## config.mk

```make
export PLATFORM = sky130hd
export DESIGN_NAME = uart_bootloader_host_engine_core
export DESIGN_NICKNAME = d
export VERILOG_FILES = /design/src/design/ubhe_pkg.sv /design/src/design/ubhe_step.sv /design/src/design/ubhe_outq.sv /design/src/design/uart_bootloader_host_engine_core.sv
export SDC_FILE = /design/constraint.sdc
export NUM_CORES = 1
export LEC_CHECK = 0
export ABC_AREA = 1
export BUFFER_PORTS_ARGS = -buffer_cell sky130_fd_sc_hd__buf_2
export CORE_MARGIN = 2
export CORE_UTILIZATION = 40
export CTS_BUF_LIST = sky130_fd_sc_hd__clkbuf_2
export DETAILED_ROUTE_END_ITERATION = 12
export GPL_TIMING_DRIVEN = 0
export PLACE_DENSITY_LB_ADDON = 0.2
export SLEW_MARGIN = 30
export SYNTH_ARGS = -nofsm -noshare
export SYNTH_HDL_FRONTEND = slang
export SYNTH_HIERARCHICAL = 1
export SYNTH_SLANG_ARGS = --single-unit
```

## constraint.sdc

```tcl
create_clock -name aclk -period 12.5 [get_ports aclk]
set_input_delay 1.25 -clock aclk [delete_from_list [all_inputs] [get_ports aclk]]
set_output_delay 1.25 -clock aclk [all_outputs]
set_load 0.01 [all_outputs]
```

## src/design/ubhe_pkg.sv

```systemverilog
package ubhe_pkg;

    localparam int NRES  = 5;
    localparam int CNT_W = 3;
    localparam int IDX_W = 3;

    localparam logic [1:0] ACT_CMD  = 2'd0;
    localparam logic [1:0] ACT_RX   = 2'd1;
    localparam logic [1:0] ACT_PAY  = 2'd2;
    localparam logic [1:0] ACT_TICK = 2'd3;

    localparam logic [2:0] CMD_SYNC    = 3'd0;
    localparam logic [2:0] CMD_VERSION = 3'd1;
    localparam logic [2:0] CMD_VPROT   = 3'd2;
    localparam logic [2:0] CMD_ID      = 3'd3;
    localparam logic [2:0] CMD_READ    = 3'd4;
    localparam logic [2:0] CMD_ERASE   = 3'd5;
    localparam logic [2:0] CMD_WRITE   = 3'd6;
    localparam logic [2:0] CMD_GO      = 3'd7;

    localparam logic [1:0] KIND_TX     = 2'd0;
    localparam logic [1:0] KIND_DATA   = 2'd1;
    localparam logic [1:0] KIND_STATUS = 2'd2;

    localparam logic [1:0] ST_DONE    = 2'd0;
    localparam logic [1:0] ST_BAD     = 2'd1;
    localparam logic [1:0] ST_TIMEOUT = 2'd2;
    localparam logic [1:0] ST_REJECT  = 2'd3;

    localparam logic [7:0]  ACK_BYTE  = 8'h79;
    localparam logic [7:0]  SYNC_BYTE = 8'h7f;
    localparam logic [15:0] NO_PAGE   = 16'hffff;
    localparam logic [31:0] TIMEOUT_RESET = 32'd3000000;

    typedef struct packed {
        logic [1:0]  action;
        logic [2:0]  command;
        logic [31:0] address;
        logic [7:0]  count_minus_one;
        logic [15:0] page;
        logic [15:0] erase_count;
        logic [7:0]  byte_value;
    } item_t;

    typedef struct packed {
        logic [1:0] kind;
        logic [7:0] out_byte;
        logic [1:0] status;
    } res_t;

    typedef struct packed {
        logic [CNT_W-1:0]     cnt;
        res_t [NRES-1:0]      res;
    } burst_t;

    function automatic logic [7:0] opcode_of(input logic [2:0] cmd);
        case (cmd)
            CMD_SYNC:    opcode_of = SYNC_BYTE;
            CMD_VERSION: opcode_of = 8'h00;
            CMD_VPROT:   opcode_of = 8'h01;
            CMD_ID:      opcode_of = 8'h02;
            CMD_READ:    opcode_of = 8'h11;
            CMD_ERASE:   opcode_of = 8'h44;
            CMD_WRITE:   opcode_of = 8'h31;
            default:     opcode_of = 8'h21;
        endcase
    endfunction

    function automatic res_t tx_res(input logic [7:0] b);
        tx_res = '{kind: KIND_TX, out_byte: b, status: ST_DONE};
    endfunction

    function automatic res_t data_res(input logic [7:0] b);
        data_res = '{kind: KIND_DATA, out_byte: b, status: ST_DONE};
    endfunction

    function automatic res_t stat_res(input logic [1:0] s);
        stat_res = '{kind: KIND_STATUS, out_byte: 8'd0, status: s};
    endfunction

endpackage

```

## src/design/ubhe_step.sv

```systemverilog
module ubhe_step (
    input  logic                aclk,
    input  logic                aresetn,
    input  logic                fire,
    input  ubhe_pkg::item_t     item,
    input  logic [31:0]         timeout_ticks,
    output ubhe_pkg::burst_t    burst
);
    import ubhe_pkg::*;

    localparam logic [2:0] PH_IDLE       = 3'd0;
    localparam logic [2:0] PH_WAIT_FINAL = 3'd1;
    localparam logic [2:0] PH_WAIT_ADDR  = 3'd2;
    localparam logic [2:0] PH_AFTER_ADDR = 3'd3;
    localparam logic [2:0] PH_WAIT_ERASE = 3'd4;
    localparam logic [2:0] PH_PAYLOAD    = 3'd5;
    localparam logic [2:0] PH_READ_ACK   = 3'd6;
    localparam logic [2:0] PH_READ_DATA  = 3'd7;

    logic [2:0]  phase_reg, phase_next;
    logic [2:0]  cmd_reg, cmd_next;
    logic [31:0] addr_reg, addr_next;
    logic [7:0]  len_reg, len_next;
    logic [8:0]  idx_reg, idx_next;
    logic [7:0]  xor_reg, xor_next;
    logic [31:0] wait_reg, wait_next;
    logic [15:0] page_reg, page_next;
    logic [15:0] ecnt_reg, ecnt_next;

    logic        waiting;
    logic [8:0]  idx_inc;
    logic        run_done;
    logic [7:0]  op;
    logic [7:0]  pay_xor;

    assign waiting  = (phase_reg != PH_IDLE) && (phase_reg != PH_PAYLOAD);
    assign idx_inc  = idx_reg + 9'd1;
    assign run_done = idx_inc >= ({1'b0, len_reg} + 9'd1);
    assign op       = opcode_of(item.command);
    assign pay_xor  = xor_reg ^ item.byte_value;

    always_comb begin
        phase_next = phase_reg;
        cmd_next   = cmd_reg;
        addr_next  = addr_reg;
        len_next   = len_reg;
        idx_next   = idx_reg;
        xor_next   = xor_reg;
        wait_next  = wait_reg;
        page_next  = page_reg;
        ecnt_next  = ecnt_reg;
        burst      = '0;

        if (fire) begin
            case (item.action)
                ACT_CMD: begin
                    if (phase_reg != PH_IDLE) begin
                        burst.res[0] = stat_res(ST_REJECT);
                        burst.cnt    = 3'd1;
                    end else begin
                        cmd_next  = item.command;
                        addr_next = item.address;
                        len_next  = item.count_minus_one;
                        page_next = item.page;
                        ecnt_next = item.erase_count;
                        idx_next  = '0;
                        xor_next  = '0;
                        wait_next = '0;
                        burst.res[0] = tx_res(op);
                        if (item.command == CMD_SYNC) begin
                            burst.cnt = 3'd1;
                        end else begin
                            burst.res[1] = tx_res(~op);
                            burst.cnt    = 3'd2;
                        end
                        case (item.command)
                            CMD_READ, CMD_WRITE, CMD_GO: phase_next = PH_WAIT_ADDR;
                            CMD_ERASE:                   phase_next = PH_WAIT_ERASE;
                            default:                     phase_next = PH_WAIT_FINAL;
                        endcase
                    end
                end
                ACT_RX: begin
                    if (!waiting) begin
                        burst.res[0] = stat_res(ST_REJECT);
                        burst.cnt    = 3'd1;
                    end else if (phase_reg == PH_READ_DATA) begin
                        // read data is forwarded unchecked
                        burst.res[0] = data_res(item.byte_value);
                        idx_next     = idx_inc;
                        if (run_done) begin
                            burst.res[1] = stat_res(ST_DONE);
                            burst.cnt    = 3'd2;
                            phase_next   = PH_IDLE;
                        end else begin
                            burst.cnt = 3'd1;
                        end
                    end else if (item.byte_value != ACK_BYTE) begin
                        burst.res[0] = stat_res(ST_BAD);
                        burst.cnt    = 3'd1;
                        phase_next   = PH_IDLE;
                    end else begin
                        case (phase_reg)
                            PH_WAIT_FINAL: begin
                                burst.res[0] = stat_res(ST_DONE);
                                burst.cnt    = 3'd1;
                                phase_next   = PH_IDLE;
                            end
                            PH_WAIT_ADDR: begin
                                burst.res[0] = tx_res(addr_reg[31:24]);
                                burst.res[1] = tx_res(addr_reg[23:16]);
                                burst.res[2] = tx_res(addr_reg[15:8]);
                                burst.res[3] = tx_res(addr_reg[7:0]);
                                burst.res[4] = tx_res(addr_reg[31:24] ^ addr_reg[23:16]
                                                      ^ addr_reg[15:8] ^ addr_reg[7:0]);
                                burst.cnt    = 3'd5;
                                phase_next   = PH_AFTER_ADDR;
                                wait_next    = '0;
                            end
                            PH_AFTER_ADDR: begin
                                if (cmd_reg == CMD_READ) begin
                                    burst.res[0] = tx_res(len_reg);
                                    burst.res[1] = tx_res(~len_reg);
                                    burst.cnt    = 3'd2;
                                    phase_next   = PH_READ_ACK;
                                    wait_next    = '0;
                                end else if (cmd_reg == CMD_WRITE) begin
                                    burst.res[0] = tx_res(len_reg);
                                    burst.cnt    = 3'd1;
                                    xor_next     = len_reg;
                                    idx_next     = '0;
                                    phase_next   = PH_PAYLOAD;
                                end else begin
                                    burst.res[0] = stat_res(ST_DONE);
                                    burst.cnt    = 3'd1;
                                    phase_next   = PH_IDLE;
                                end
                            end
                            PH_WAIT_ERASE: begin
                                if (page_reg != NO_PAGE) begin
                                    burst.res[0] = tx_res(ecnt_reg[15:8]);
                                    burst.res[1] = tx_res(ecnt_reg[7:0]);
                                    burst.res[2] = tx_res(page_reg[15:8]);
                                    burst.res[3] = tx_res(page_reg[7:0]);
                                    burst.res[4] = tx_res(ecnt_reg[15:8] ^ ecnt_reg[7:0]
                                                          ^ page_reg[15:8] ^ page_reg[7:0]);
                                    burst.cnt    = 3'd5;
                                end
                                phase_next = PH_WAIT_FINAL;
                                wait_next  = '0;
                            end
                            default: begin
                                // ack ahead of read data; timer keeps running
                                idx_next   = '0;
                                phase_next = PH_READ_DATA;
                            end
                        endcase
                    end
                end
                ACT_PAY: begin
                    if (phase_reg != PH_PAYLOAD) begin
                        burst.res[0] = stat_res(ST_REJECT);
                        burst.cnt    = 3'd1;
                    end else begin
                        burst.res[0] = tx_res(item.byte_value);
                        xor_next     = pay_xor;
                        idx_next     = idx_inc;
                        if (run_done) begin
                            burst.res[1] = tx_res(pay_xor);
                            burst.cnt    = 3'd2;
                            phase_next   = PH_WAIT_FINAL;
                            wait_next    = '0;
                        end else begin
                            burst.cnt = 3'd1;
                        end
                    end
                end
                default: begin
                    if (waiting) begin
                        if (wait_reg >= timeout_ticks) begin
                            burst.res[0] = stat_res(ST_TIMEOUT);
                            burst.cnt    = 3'd1;
                            phase_next   = PH_IDLE;
                        end else begin
                            wait_next = wait_reg + 32'd1;
                        end
                    end
                end
            endcase
        end
    end

    always_ff @(posedge aclk) begin
        if (!aresetn) begin
            phase_reg <= PH_IDLE;
            cmd_reg   <= '0;
            addr_reg  <= '0;
            len_reg   <= '0;
            idx_reg   <= '0;
            xor_reg   <= '0;
            wait_reg  <= '0;
            page_reg  <= '0;
            ecnt_reg  <= '0;
        end else begin
            phase_reg <= phase_next;
            cmd_reg   <= cmd_next;
            addr_reg  <= addr_next;
            len_reg   <= len_next;
            idx_reg   <= idx_next;
            xor_reg   <= xor_next;
            wait_reg  <= wait_next;
            page_reg  <= page_next;
            ecnt_reg  <= ecnt_next;
        end
    end

endmodule

```

## src/design/ubhe_outq.sv

```systemverilog
module ubhe_outq (
    input  logic              aclk,
    input  logic              aresetn,
    input  logic              load,
    input  ubhe_pkg::burst_t  burst,
    output logic              free,
    output logic              m_tvalid,
    input  logic              m_tready,
    output logic [15:0]       m_tdata,   // [7:0] out_byte, [9:8] status, [15:10] zero
    output logic [1:0]        m_tuser,   // kind
    output logic              m_tlast
);
    import ubhe_pkg::*;

    res_t             res_reg [NRES];
    logic [CNT_W-1:0] cnt_reg, cnt_next;
    logic [IDX_W-1:0] idx_reg, idx_next;
    logic             xfer;
    res_t             head;

    assign head     = res_reg[idx_reg];
    assign m_tvalid = cnt_reg != '0;
    assign m_tlast  = {1'b0, idx_reg} == ({1'b0, cnt_reg} - 4'd1);
    assign m_tdata  = {6'd0, head.status, head.out_byte};
    assign m_tuser  = head.kind;
    assign xfer     = m_tvalid && m_tready;
    assign free     = !m_tvalid || (xfer && m_tlast);

    always_comb begin
        cnt_next = cnt_reg;
        idx_next = idx_reg;
        if (load) begin
            cnt_next = burst.cnt;
            idx_next = '0;
        end else if (xfer) begin
            if (m_tlast) begin
                cnt_next = '0;
                idx_next = '0;
            end else begin
                idx_next = idx_reg + 3'd1;
            end
        end
    end

    always_ff @(posedge aclk) begin
        if (!aresetn) begin
            cnt_reg <= '0;
            idx_reg <= '0;
        end else begin
            cnt_reg <= cnt_next;
            idx_reg <= idx_next;
        end
    end

    always_ff @(posedge aclk) begin
        if (load) begin
            for (int i = 0; i < NRES; i++) begin
                res_reg[i] <= burst.res[i];
            end
        end
    end

endmodule

```

## src/design/uart_bootloader_host_engine_core.sv

```systemverilog
// Host side of the serial bootloader exchange. Each transfer in carries an action in
// s_tuser: a command request, a byte received from the link, a write payload byte or a
// timer tick. The engine answers with bytes to transmit, forwarded read data and status
// items on the m_ channel, up to five per input, the last one flagged by m_tlast; a tick
// that does not time out, a read ack and an erase ack with no page give none. An input
// waits in the input register while the output buffer is busy; its results are then
// loaded into the five-entry buffer and drained at one transfer per cycle while m_tready
// is high. Inputs are taken every cycle while each yields at most one result and m_tready
// stays high; one with more results holds the buffer until its last is taken, and one
// further input waits meanwhile. The timeout limit resets to 3000000 ticks; the user must
// write it through cfg_wr_en/cfg_wr_data only while the engine is idle, which is not enforced.
module uart_bootloader_host_engine_core (
    input  logic        aclk,
    input  logic        aresetn,
    input  logic        cfg_wr_en,
    input  logic [31:0] cfg_wr_data,
    input  logic        s_tvalid,
    output logic        s_tready,
    // [2:0] command, [34:3] address, [42:35] count_minus_one, [58:43] page,
    // [74:59] erase_count, [82:75] byte_value, [87:83] zero
    input  logic [87:0] s_tdata,
    input  logic [1:0]  s_tuser,   // action
    output logic        m_tvalid,
    input  logic        m_tready,
    output logic [15:0] m_tdata,   // [7:0] out_byte, [9:8] status, [15:10] zero
    output logic [1:0]  m_tuser,   // kind
    output logic        m_tlast
);
    import ubhe_pkg::*;

    logic [31:0] timeout_reg;
    logic        in_valid_reg, in_valid_next;
    item_t       in_reg;
    logic        free;
    logic        fire;
    burst_t      burst;

    assign fire          = in_valid_reg && free;
    assign s_tready      = !in_valid_reg || free;
    assign in_valid_next = s_tready ? s_tvalid : in_valid_reg;

    always_ff @(posedge aclk) begin
        if (!aresetn) begin
            timeout_reg  <= TIMEOUT_RESET;
            in_valid_reg <= 1'b0;
        end else begin
            in_valid_reg <= in_valid_next;
            if (cfg_wr_en) begin
                timeout_reg <= cfg_wr_data;
            end
        end
    end

    always_ff @(posedge aclk) begin
        if (s_tvalid && s_tready) begin
            in_reg.action          <= s_tuser;
            in_reg.command         <= s_tdata[2:0];
            in_reg.address         <= s_tdata[34:3];
            in_reg.count_minus_one <= s_tdata[42:35];
            in_reg.page            <= s_tdata[58:43];
            in_reg.erase_count     <= s_tdata[74:59];
            in_reg.byte_value      <= s_tdata[82:75];
        end
    end

    ubhe_step u_step (
        .aclk          (aclk),
        .aresetn       (aresetn),
        .fire          (fire),
        .item          (in_reg),
        .timeout_ticks (timeout_reg),
        .burst         (burst)
    );

    ubhe_outq u_outq (
        .aclk     (aclk),
        .aresetn  (aresetn),
        .load     (fire),
        .burst    (burst),
        .free     (free),
        .m_tvalid (m_tvalid),
        .m_tready (m_tready),
        .m_tdata  (m_tdata),
        .m_tuser  (m_tuser),
        .m_tlast  (m_tlast)
    );

endmodule

```

Word-level counts from Yosys, hierarchy flattened --
Memory sizes are Yosys's and may differ from the RTL's. A register that Yosys moved wholly into a read port is not among the register bits. Index checks and enable logic that the tools add are counted.
Cells by class: shift-type cells 0, bitwise operators 11, order comparisons 2, mux-type cells 96, div/mod/pow operators 0, multiply operators 0, $add $sub $neg 5, reductions and logical operators 28, eq/ne operators 37
Operators with widths (number):
- 63-bit two-way mux | 8
- 32-bit two-way mux | 9
- 12-bit two-way mux | 10
- 12-bit case mux with 3 select lines | 3
- 48-bit two-way mux | 2
- 32-bit case mux with 3 select lines | 1
- 36-bit two-way mux | 2
- 36-bit case mux with 2 select lines | 1
- 3-bit two-way mux | 22
- 8-bit two-way mux | 8
- 32-bit case mux with 2 select lines | 1
- 9-bit two-way mux | 7
- 8-bit bitwise XOR | 7
- 7-bit case mux with 7 select lines | 1
- 12-bit case mux with 4 select lines | 1
- 10-bit two-way mux | 4
- 32-bit by 1-bit adder with 32-bit output (second input constant) | 1
- 32-bit >= comparator | 1
- 9-bit case mux with 3 select lines | 1
- 3-bit equality test (second input constant) | 8
- 24-bit two-way mux | 1
- 3-bit case mux with 4 select lines | 2
- 8-bit case mux with 3 select lines | 1
- 3-bit case mux with 3 select lines | 2
- 42 further kinds | 75
Storage, ports and cells: RAM bits 60, latch bits 0, memories 1, register bits after elaboration 251, ROM bits 0
Memory list:
- u_outq.res_reg | depth 5, width 12, rd ports 1, clocked after Yosys merged registers in 1, wr ports 5, line ubhe_outq.sv:15 | res_t res_reg [NRES];

Logic depth before layout (Yosys ltp) --
Gate-level depths: netlist of the first run.
depth in word-level cells 17, mapped depth 22

Cells and area by module --
Netlist of the first run, hierarchy kept.
By module, submodules not included:
- ubhe_step | seq. area each 2542.4 um2, area an instance 9302.7 um2, instances 1, cells each 1504
- uart_bootloader_host_engine_core | seq. area each 3213.1 um2, area an instance 3693.5 um2, instances 1, cells each 232
- ubhe_outq | seq. area each 1981.9 um2, area an instance 2824.0 um2, instances 1, cells each 232

Worst setup path before layout of the first run --
OpenSTA, ideal clock, no wires.
path kind input to register, start point in m_tready, end point reg in_reg[0] in the netlist's numbering, enable pin, slack 6.243 ns, cell stages on the path 6, buffers on the path 0, arrival time 5.701 ns, library setup time 0.556 ns, required time 11.944 ns, cells stage by stage nand2_4 > inv_2 > nand3_2 > nand2_1 > inv_1 > a21oi_1
On the way: cells in the longest elaborated chain, start to end 5
Ends and longest elaborated chain:
- from (decl) | line uart_bootloader_host_engine_core.sv:24 | input logic m_tready,
- 1-bit logical AND | line ubhe_outq.sv:26 | assign xfer = m_tvalid && m_tready;
- 1-bit logical AND | line ubhe_outq.sv:27 | assign free = !m_tvalid || (xfer && m_tlast);
- 1-bit logical OR | line ubhe_outq.sv:27
- via free | line uart_bootloader_host_engine_core.sv:34 | logic free;
- 1-bit logical OR | line uart_bootloader_host_engine_core.sv:39 | assign s_tready = !in_valid_reg || free;
- 1-bit logical AND | line uart_bootloader_host_engine_core.sv:55 | if (s_tvalid && s_tready) begin
- to (decl) | line uart_bootloader_host_engine_core.sv:33 | item_t in_reg;
The timed path passes the listed nets, and every way through them passes these cells. A chain may end at the register's enable or synchronous reset.

Final worst setup path of the first run --
start point reg u_outq.cnt_reg[0], end point out s_tready
On the way: cells in the longest elaborated chain, start to end 5, elaborated cells on any way between the ends 8, those cells by class add/sub (1); eq/ne (1); reduce/logical (6)
Ends and longest elaborated chain:
- from (decl) | line ubhe_outq.sv:16 | logic [CNT_W-1:0] cnt_reg, cnt_next;
- from (signal assigned) | line ubhe_outq.sv:50 | cnt_reg <= cnt_next;
- 3-bit by 1-bit subtractor with 4-bit output or 3-bit nonzero test (tied branches) | line ubhe_outq.sv:23, ubhe_outq.sv:22
- 3-bit by 4-bit equality test with 1-bit output or 1-bit logical AND (tied branches) | line ubhe_outq.sv:23, ubhe_outq.sv:26
- 1-bit logical AND | line ubhe_outq.sv:27
- 1-bit logical OR (*) | line ubhe_outq.sv:27
- via free | line uart_bootloader_host_engine_core.sv:34
- 1-bit logical OR (*) | line uart_bootloader_host_engine_core.sv:39
- to (decl) | line uart_bootloader_host_engine_core.sv:18 | output logic s_tready,
The timed path passes the listed nets; every way through them passes the cells marked *.

==> summary.md, run 1 <==
| Metric | Value |
|---|---|
| Result of the run | finished, final reports clean |
| Setup Viol. Count Final | 0 |
| Clock skew | 77.36 ps |
| Post-detail-place hpwl | 34.96 mm |
| Bufs on Longest Clock Path | 3 |
| Die Y | 202.9 microns |
| Fin nets | 2392 |
| Clock Sinks | 314 |
| Initial antenna violation count | 2 |
| GRT Util Overall | 0.2241 |
| Critical Path Start | u_outq/cnt_reg[0] |
| RR Endpoint | u_step/wait_reg[25] |
| CTS tree | yes |
| Die width | 202.9 microns |
| Slew margin rel. | 0.4113 |
| Pre-CTS WS | 8643 ps |
| Share of the synthesized area in the top cell type | 0.2752 |
| Worst Setup Start Kind | flop |
| First-pass GRT wire length | 72.06 mm |
| Power Dens Cells | 117.0 nW/um^2 |
| Worst Setup End Kind | primary output |
| Hold crit path type | primary input to flop |
| Min Tclk post-route | 3762 ps |
| Num CTS Buffers | 84 |
| R2R Setup Slk | 8870 ps |
| Final Max Slew Viols | 0 |
| R2R depth | 18 |
| # fillers | 3984 |
| Post-synth EDFFs | 145 |
| Period utilization | 0.3009 |
| Hold Slack | 385.3 ps |
| Hold_sp | s_tdata[52] |
| Worst path required time | 11250 ps |
| Placed cell areas | 17360 sq um |
| Starting Density | 0.4075 |
| Max Fanout on Critical Path | 5 |
| Drt via density | 4.973 |
| I/O Buffers | 136 |
| Reg2Reg Launch Point | u_step/len_reg[0] |
| Worst-path clk slew | 110 ps |
| ANT nets after route | 0 |
| RSZ-0062 raised after global routing | no |
| First-pass DRT Iterations | 5 |
| Max H-tree Level | 3 |
| Post-cts sizing count | 0 |
| Fin area | 18260 sq um |
| Grt ovf | 0 |
| Worst Setup EP | s_tready |
| Async set-reset flop share out of synthesis | 0 |
| Synth Flop Type | dfxtp_1 |
| Placed insts | 2646 |
| IO Pins | 148 |
| Ratio of cells with drive above 1 in the final layout | 0.1562 |
| Leakage Power | 7.690 nW |
| Sequential area share after synthesis | 0.4891 |
| Synthesized area | 15820 sq um |
| Most common cell in the netlist | nand2_1 |
| Row count | 72 |
| VDD IR-drop max | 0.07688 mV |
| Final Wtd Congestion | 0.9266 |
| Detailed Route Iter0 Violations | 964 |
| Drt drc | 0 |
| Max Cap Violations | 0 |
| Crit path DAT | 2510 ps |
| Top cells by count, synth | nand2_1 (374), nor2_1 (268), a21oi_1 (191) |
| Ys Warns | 6 |
| Die footprint | 41160 sq um |
| Fin. Hold Viols | 0 |
| P&R area growth vs syn | 15.40% |
| # Post-CTS Setup Buffers | 0 |
| Syn Inst Count | 1968 |
| CTS root buffer | clkbuf_2 |
| Hold buffers post-CTS | 0 |
| Final Non-Filler Cells | 2808 |
| Synthesis-stage register bit count | 314 |
| Slew @ Worst Pin | 876.3 ps |
| Worst setup margin | 8738 ps |
| Max reg flops | 85 |
| Fmax | 265.8 MHz |
| Syn avg cell area | 8.039 sq um |
| Number of global-route vias before repair | 13650 |
| Total Neg Setup Slack | 0 ps |
| Critical setup path kind | flop to primary output |
| Area of the core | 38830 sq um |
| Area contributors post-synth | edfxtp_1 (28%), dfxtp_1 (21%), nand2_1 (8.9%) |
| Vias | 13960 |
| Largest net degree at the start of global routing | 56 |
| DR WL/cell | 16.30 microns |
| Dominant cell type by area after synthesis | edfxtp_1 |
| Clk_lat worst skew | 1030 ps |
| DRT Wirelength | 45.78 mm |
| Netlist cell types | 40 |
cells in the final DEF (no fill, tap or decap), drive strengths merged:
cell	n
a22oi	8
or2	5
xor2	48
nand2	383
nand3b	7
mux2i	1
o211ai	4
nor3	24
o21bai	2
conb	21
nor4	2
and2	1
a21oi	191
o21ai	139
dfxtp	169
ha	51
nand3	159
edfxtp	145
o22ai	6
o21a	4
inv	183
a21o	9
nand4	17
diode	5
clkinv	25
nor2	271
a31oi	13
bufinv	4
xnor2	19
clkbuf	185
buf	189
layer usage:
layer  track usage  part of all wire  vias to the layer above
met1        0.2964              0.46                     6424
met2        0.3646              0.46                      375
li1              -                 -                     7066
met3       0.04350             0.045                       98
met4       0.08316             0.030                        0
met5             0                 0                        -
worst min-delay path by stage:
stage | end | slack (ps) | cells after the start
3_5_place_dp | timeout_reg[9] | 450 | 2
3_3_place_gp | timeout_reg[21] | 450 | 2
5_1_grt | in_reg[38] | 240 | 1
4_1_cts | in_reg[33] | 300 | 1
2_1_floorplan | timeout_reg[10] | 430 | 2
6_report | in_reg[33] | 390 | 1
where the power goes:
group | internal [mW] | switching [mW] | leakage [nW]
sequential | 1.12 | 0.0285 | 2.78
combinational | 0.0704 | 0.121 | 4.26
clock | 0.365 | 0.432 | 0.651
total | 1.55 | 0.582 | 7.69
kinds of logic after synthesis:
| group | Yosys count | synth area share |
|---|---|---|
| AOI/OAI and AO/OA | 376 | 0.1247 |
| other | 2 | 0.0004747 |
| muxes | 1 | 0.0006327 |
| DFF | 314 | 0.4891 |
| adders and majority gates | 51 | 0.04034 |
| and+or+nand+nor | 869 | 0.2294 |
| xor gates and xnor gates | 67 | 0.03709 |
| buffers and inverters | 288 | 0.07822 |
area by class of cell:
type	count	area, sq um	area share
multi-input combinational	1385	6935	0.3799
sequential	314	7737	0.4238
antenna	5	12.51	0.0006854
inverter	187	704.4	0.03859
timing repair buffer	141	805.8	0.04414
buffer	101	535.5	0.02933
clock buffer	132	660.6	0.03619
tap	518	648.1	0.03550
clock inverter	25	216.5	0.01186
stage by stage:
stage / power, mW / utilization
finish: 2.135 / 0.4702
global route: 2.251 / 0.4702
CTS: 2.171 / 0.4697
detailed placement: 1.363 / 0.4472
global placement: 1.357 / 0.4435
floorplan: 1.283 / -
worst max-delay path, stage by stage (launching register included):
cell     delay, ps
dfxtp_1        370
inv_2           70
ha_1           300
xnor2_1        140
nor2_2         140
nand3_2        130
nand2_1        110
inv_1           70
nand2_1         90
buf_2          130
Note: power is estimated with default switching activity, not from simulation.
==> run 2: changes to the inputs <==
==> constraint.sdc (replaced) <==
create_clock -name aclk -period 3 [get_ports aclk]
set_input_delay 0.3 -clock aclk [delete_from_list [all_inputs] [get_ports aclk]]
set_output_delay 0.3 -clock aclk [all_outputs]
set_load 0.01 [all_outputs]
==> summary.md, run 2 (synthesized netlist as in run 1, its figures left out) <==
| Metric | Value |
|---|---|
| Initial antenna violation count | 3 |
| Row count | 72 |
| Final Wtd Congestion | 0.9145 |
| Worst-path clk slew | 120 ps |
| Min Tclk post-route | 2966 ps |
| Worst Setup End Kind | flop |
| Post-detail-place hpwl | 35.58 mm |
| Commonest non-fill, non-tap cell in the layout | nand2_1 |
| Fin. Hold Viols | 0 |
| Power Dens Cells | 421.0 nW/um^2 |
| First-pass GRT wire length | 81.54 mm |
| Worst Setup Start Kind | flop |
| I/O Buffers | 136 |
| Drt drc | 0 |
| Die Y | 202.9 microns |
| Vias | 15470 |
| Grt ovf | 0 |
| DRT Wirelength | 52.10 mm |
| Max Fanout on Critical Path | 10 |
| RSZ-0062 raised after global routing | yes |
| Setup Viol. Count Final | 0 |
| VDD IR-drop max | 0.3794 mV |
| Bufs on Longest Clock Path | 3 |
| CTS tree | yes |
| Critical setup path kind | flop to flop |
| Final Max Slew Viols | 0 |
| Fin area | 21550 sq um |
| GRT Util Overall | 0.2537 |
| Crit path DAT | 3810 ps |
| Hold Slack | 263.3 ps |
| Detailed Route Iter0 Violations | 969 |
| Ratio of cells with drive above 1 in the final layout | 0.1626 |
| Hold crit path type | primary input to flop |
| P&R area growth vs syn | 36.21% |
| Fin nets | 2703 |
| Area of the core | 38830 sq um |
| Fmax | 337.2 MHz |
| # fillers | 3631 |
| Most frequent cells in the layout | nand2_1 (367), dlygate4sd3_1 (295), nor2_1 (258) |
| Largest net degree at the start of global routing | 31 |
| Leakage Power | 9.083 nW |
| Final Non-Filler Cells | 3119 |
| Overall power | 9.073 mW |
| Clock Sinks | 314 |
| Placed cell areas | 17420 sq um |
| Drt via density | 4.961 |
| Number of global-route vias before repair | 15530 |
| Die footprint | 41160 sq um |
| Worst path required time | 3850 ps |
| Result of the run | finished, final reports clean |
| Post-Route Utilization | 0.5550 |
| CTS root buffer | clkbuf_2 |
| Max reg flops | 85 |
| Max H-tree Level | 3 |
| Placed insts | 2647 |
| Clk_lat worst skew | 1030 ps |
| Period utilization | 0.9886 |
| Die width | 202.9 microns |
| Slew @ Worst Pin | 933.1 ps |
| Starting Density | 0.4075 |
| Max Cap Violations | 0 |
| DR WL/cell | 16.70 microns |
| Clock skew | 91.67 ps |
| Slew margin rel. | 0.3732 |
| First-pass DRT Iterations | 5 |
| ANT nets after route | 0 |
| IO Pins | 148 |
| Num CTS Buffers | 84 |
==> run 2: timing repair <==
| action | 4_1_cts | 5_1_grt |
|---|---|---|
| endpoints found under the hold margin | 148 | 0 |
| pin swaps | 1 | 14 |
| hold buffers | 295 | 0 |
| setup buffers | 2 | 12 |
| cloned | 0 | 1 |
| endpoints found under the setup margin | 95 | 161 |
| gates resized for setup | 23 | 49 |
==> run 2: worst max-delay path: stages (launching register included) <==
cell and delay, ps:
dfxtp_2 370, ha_4 160, nand2_4 60, inv_4 70
nand3_2 60, nand3b_1 180, xor2_1 170, inv_1 100
ha_4 230, a21oi_2 180, o21a_1 180, nand4_1 120
buf_6 160, buf_12 120, nor2_4 100, nor2_4 70
buf_8 150, buf_8 140, a21oi_1 140, nor2_1 50
==> run 2: layout make-up <==
| type | count | area (sq um) | area share |
|---|---|---|---|
| diodes | 5 | 12.51 | 0.0005806 |
| plain buffers | 101 | 573.1 | 0.02659 |
| well taps | 518 | 648.1 | 0.03008 |
| clock inverters | 27 | 133.9 | 0.006213 |
| multi-input cells | 1385 | 7144 | 0.3315 |
| flip-flops and latches | 314 | 7755 | 0.3599 |
| clock buffers | 130 | 650.6 | 0.03019 |
| repair buffers | 452 | 3921 | 0.1820 |
| inverters | 187 | 710.7 | 0.03298 |
==> run 2: stage by stage <==
step | TNS [ps] | setup WS [ps]
6_report | 0 | 34.06
3_3_place_gp | -180410 | -905.6
5_1_grt | -1946 | -95.62
4_1_cts | 0 | 0.4410
3_5_place_dp | -17700 | -475.6
2_1_floorplan | 0 | 10.60
==> run 2: worst paths after layout <==
check	slack [ps]	from	depth (start not counted)	end
worst max-delay path	30	u_step/idx_reg[1]	19	u_step/wait_reg[6]
worst min-delay path	260	cfg_wr_en	4	timeout_reg[28]
worst max register to register	30	u_step/idx_reg[1]	19	u_step/wait_reg[6]
worst min register to register	470	u_step/cmd_reg[2]	2	u_step/cmd_reg[2]
==> run 2: metal layers <==
metal | track usage | share of wire | vias up
li1 | - | - | 7700
met1 | 0.3116 | 0.43 | 7247
met2 | 0.4434 | 0.49 | 419
met3 | 0.04109 | 0.043 | 107
met4 | 0.1025 | 0.030 | 0
met5 | 0 | 0 | -
==> run 2: power by group <==
group / leakage, nW / total [mW] / internal (mW) / switching (mW)
Combinational: 5.70 / 1.19 / 0.594 / 0.600
Clock: 0.601 / 3.10 / 1.18 / 1.92
Sequential: 2.78 / 4.78 / 4.66 / 0.124
Total: 9.08 / 9.07 / 6.43 / 2.64
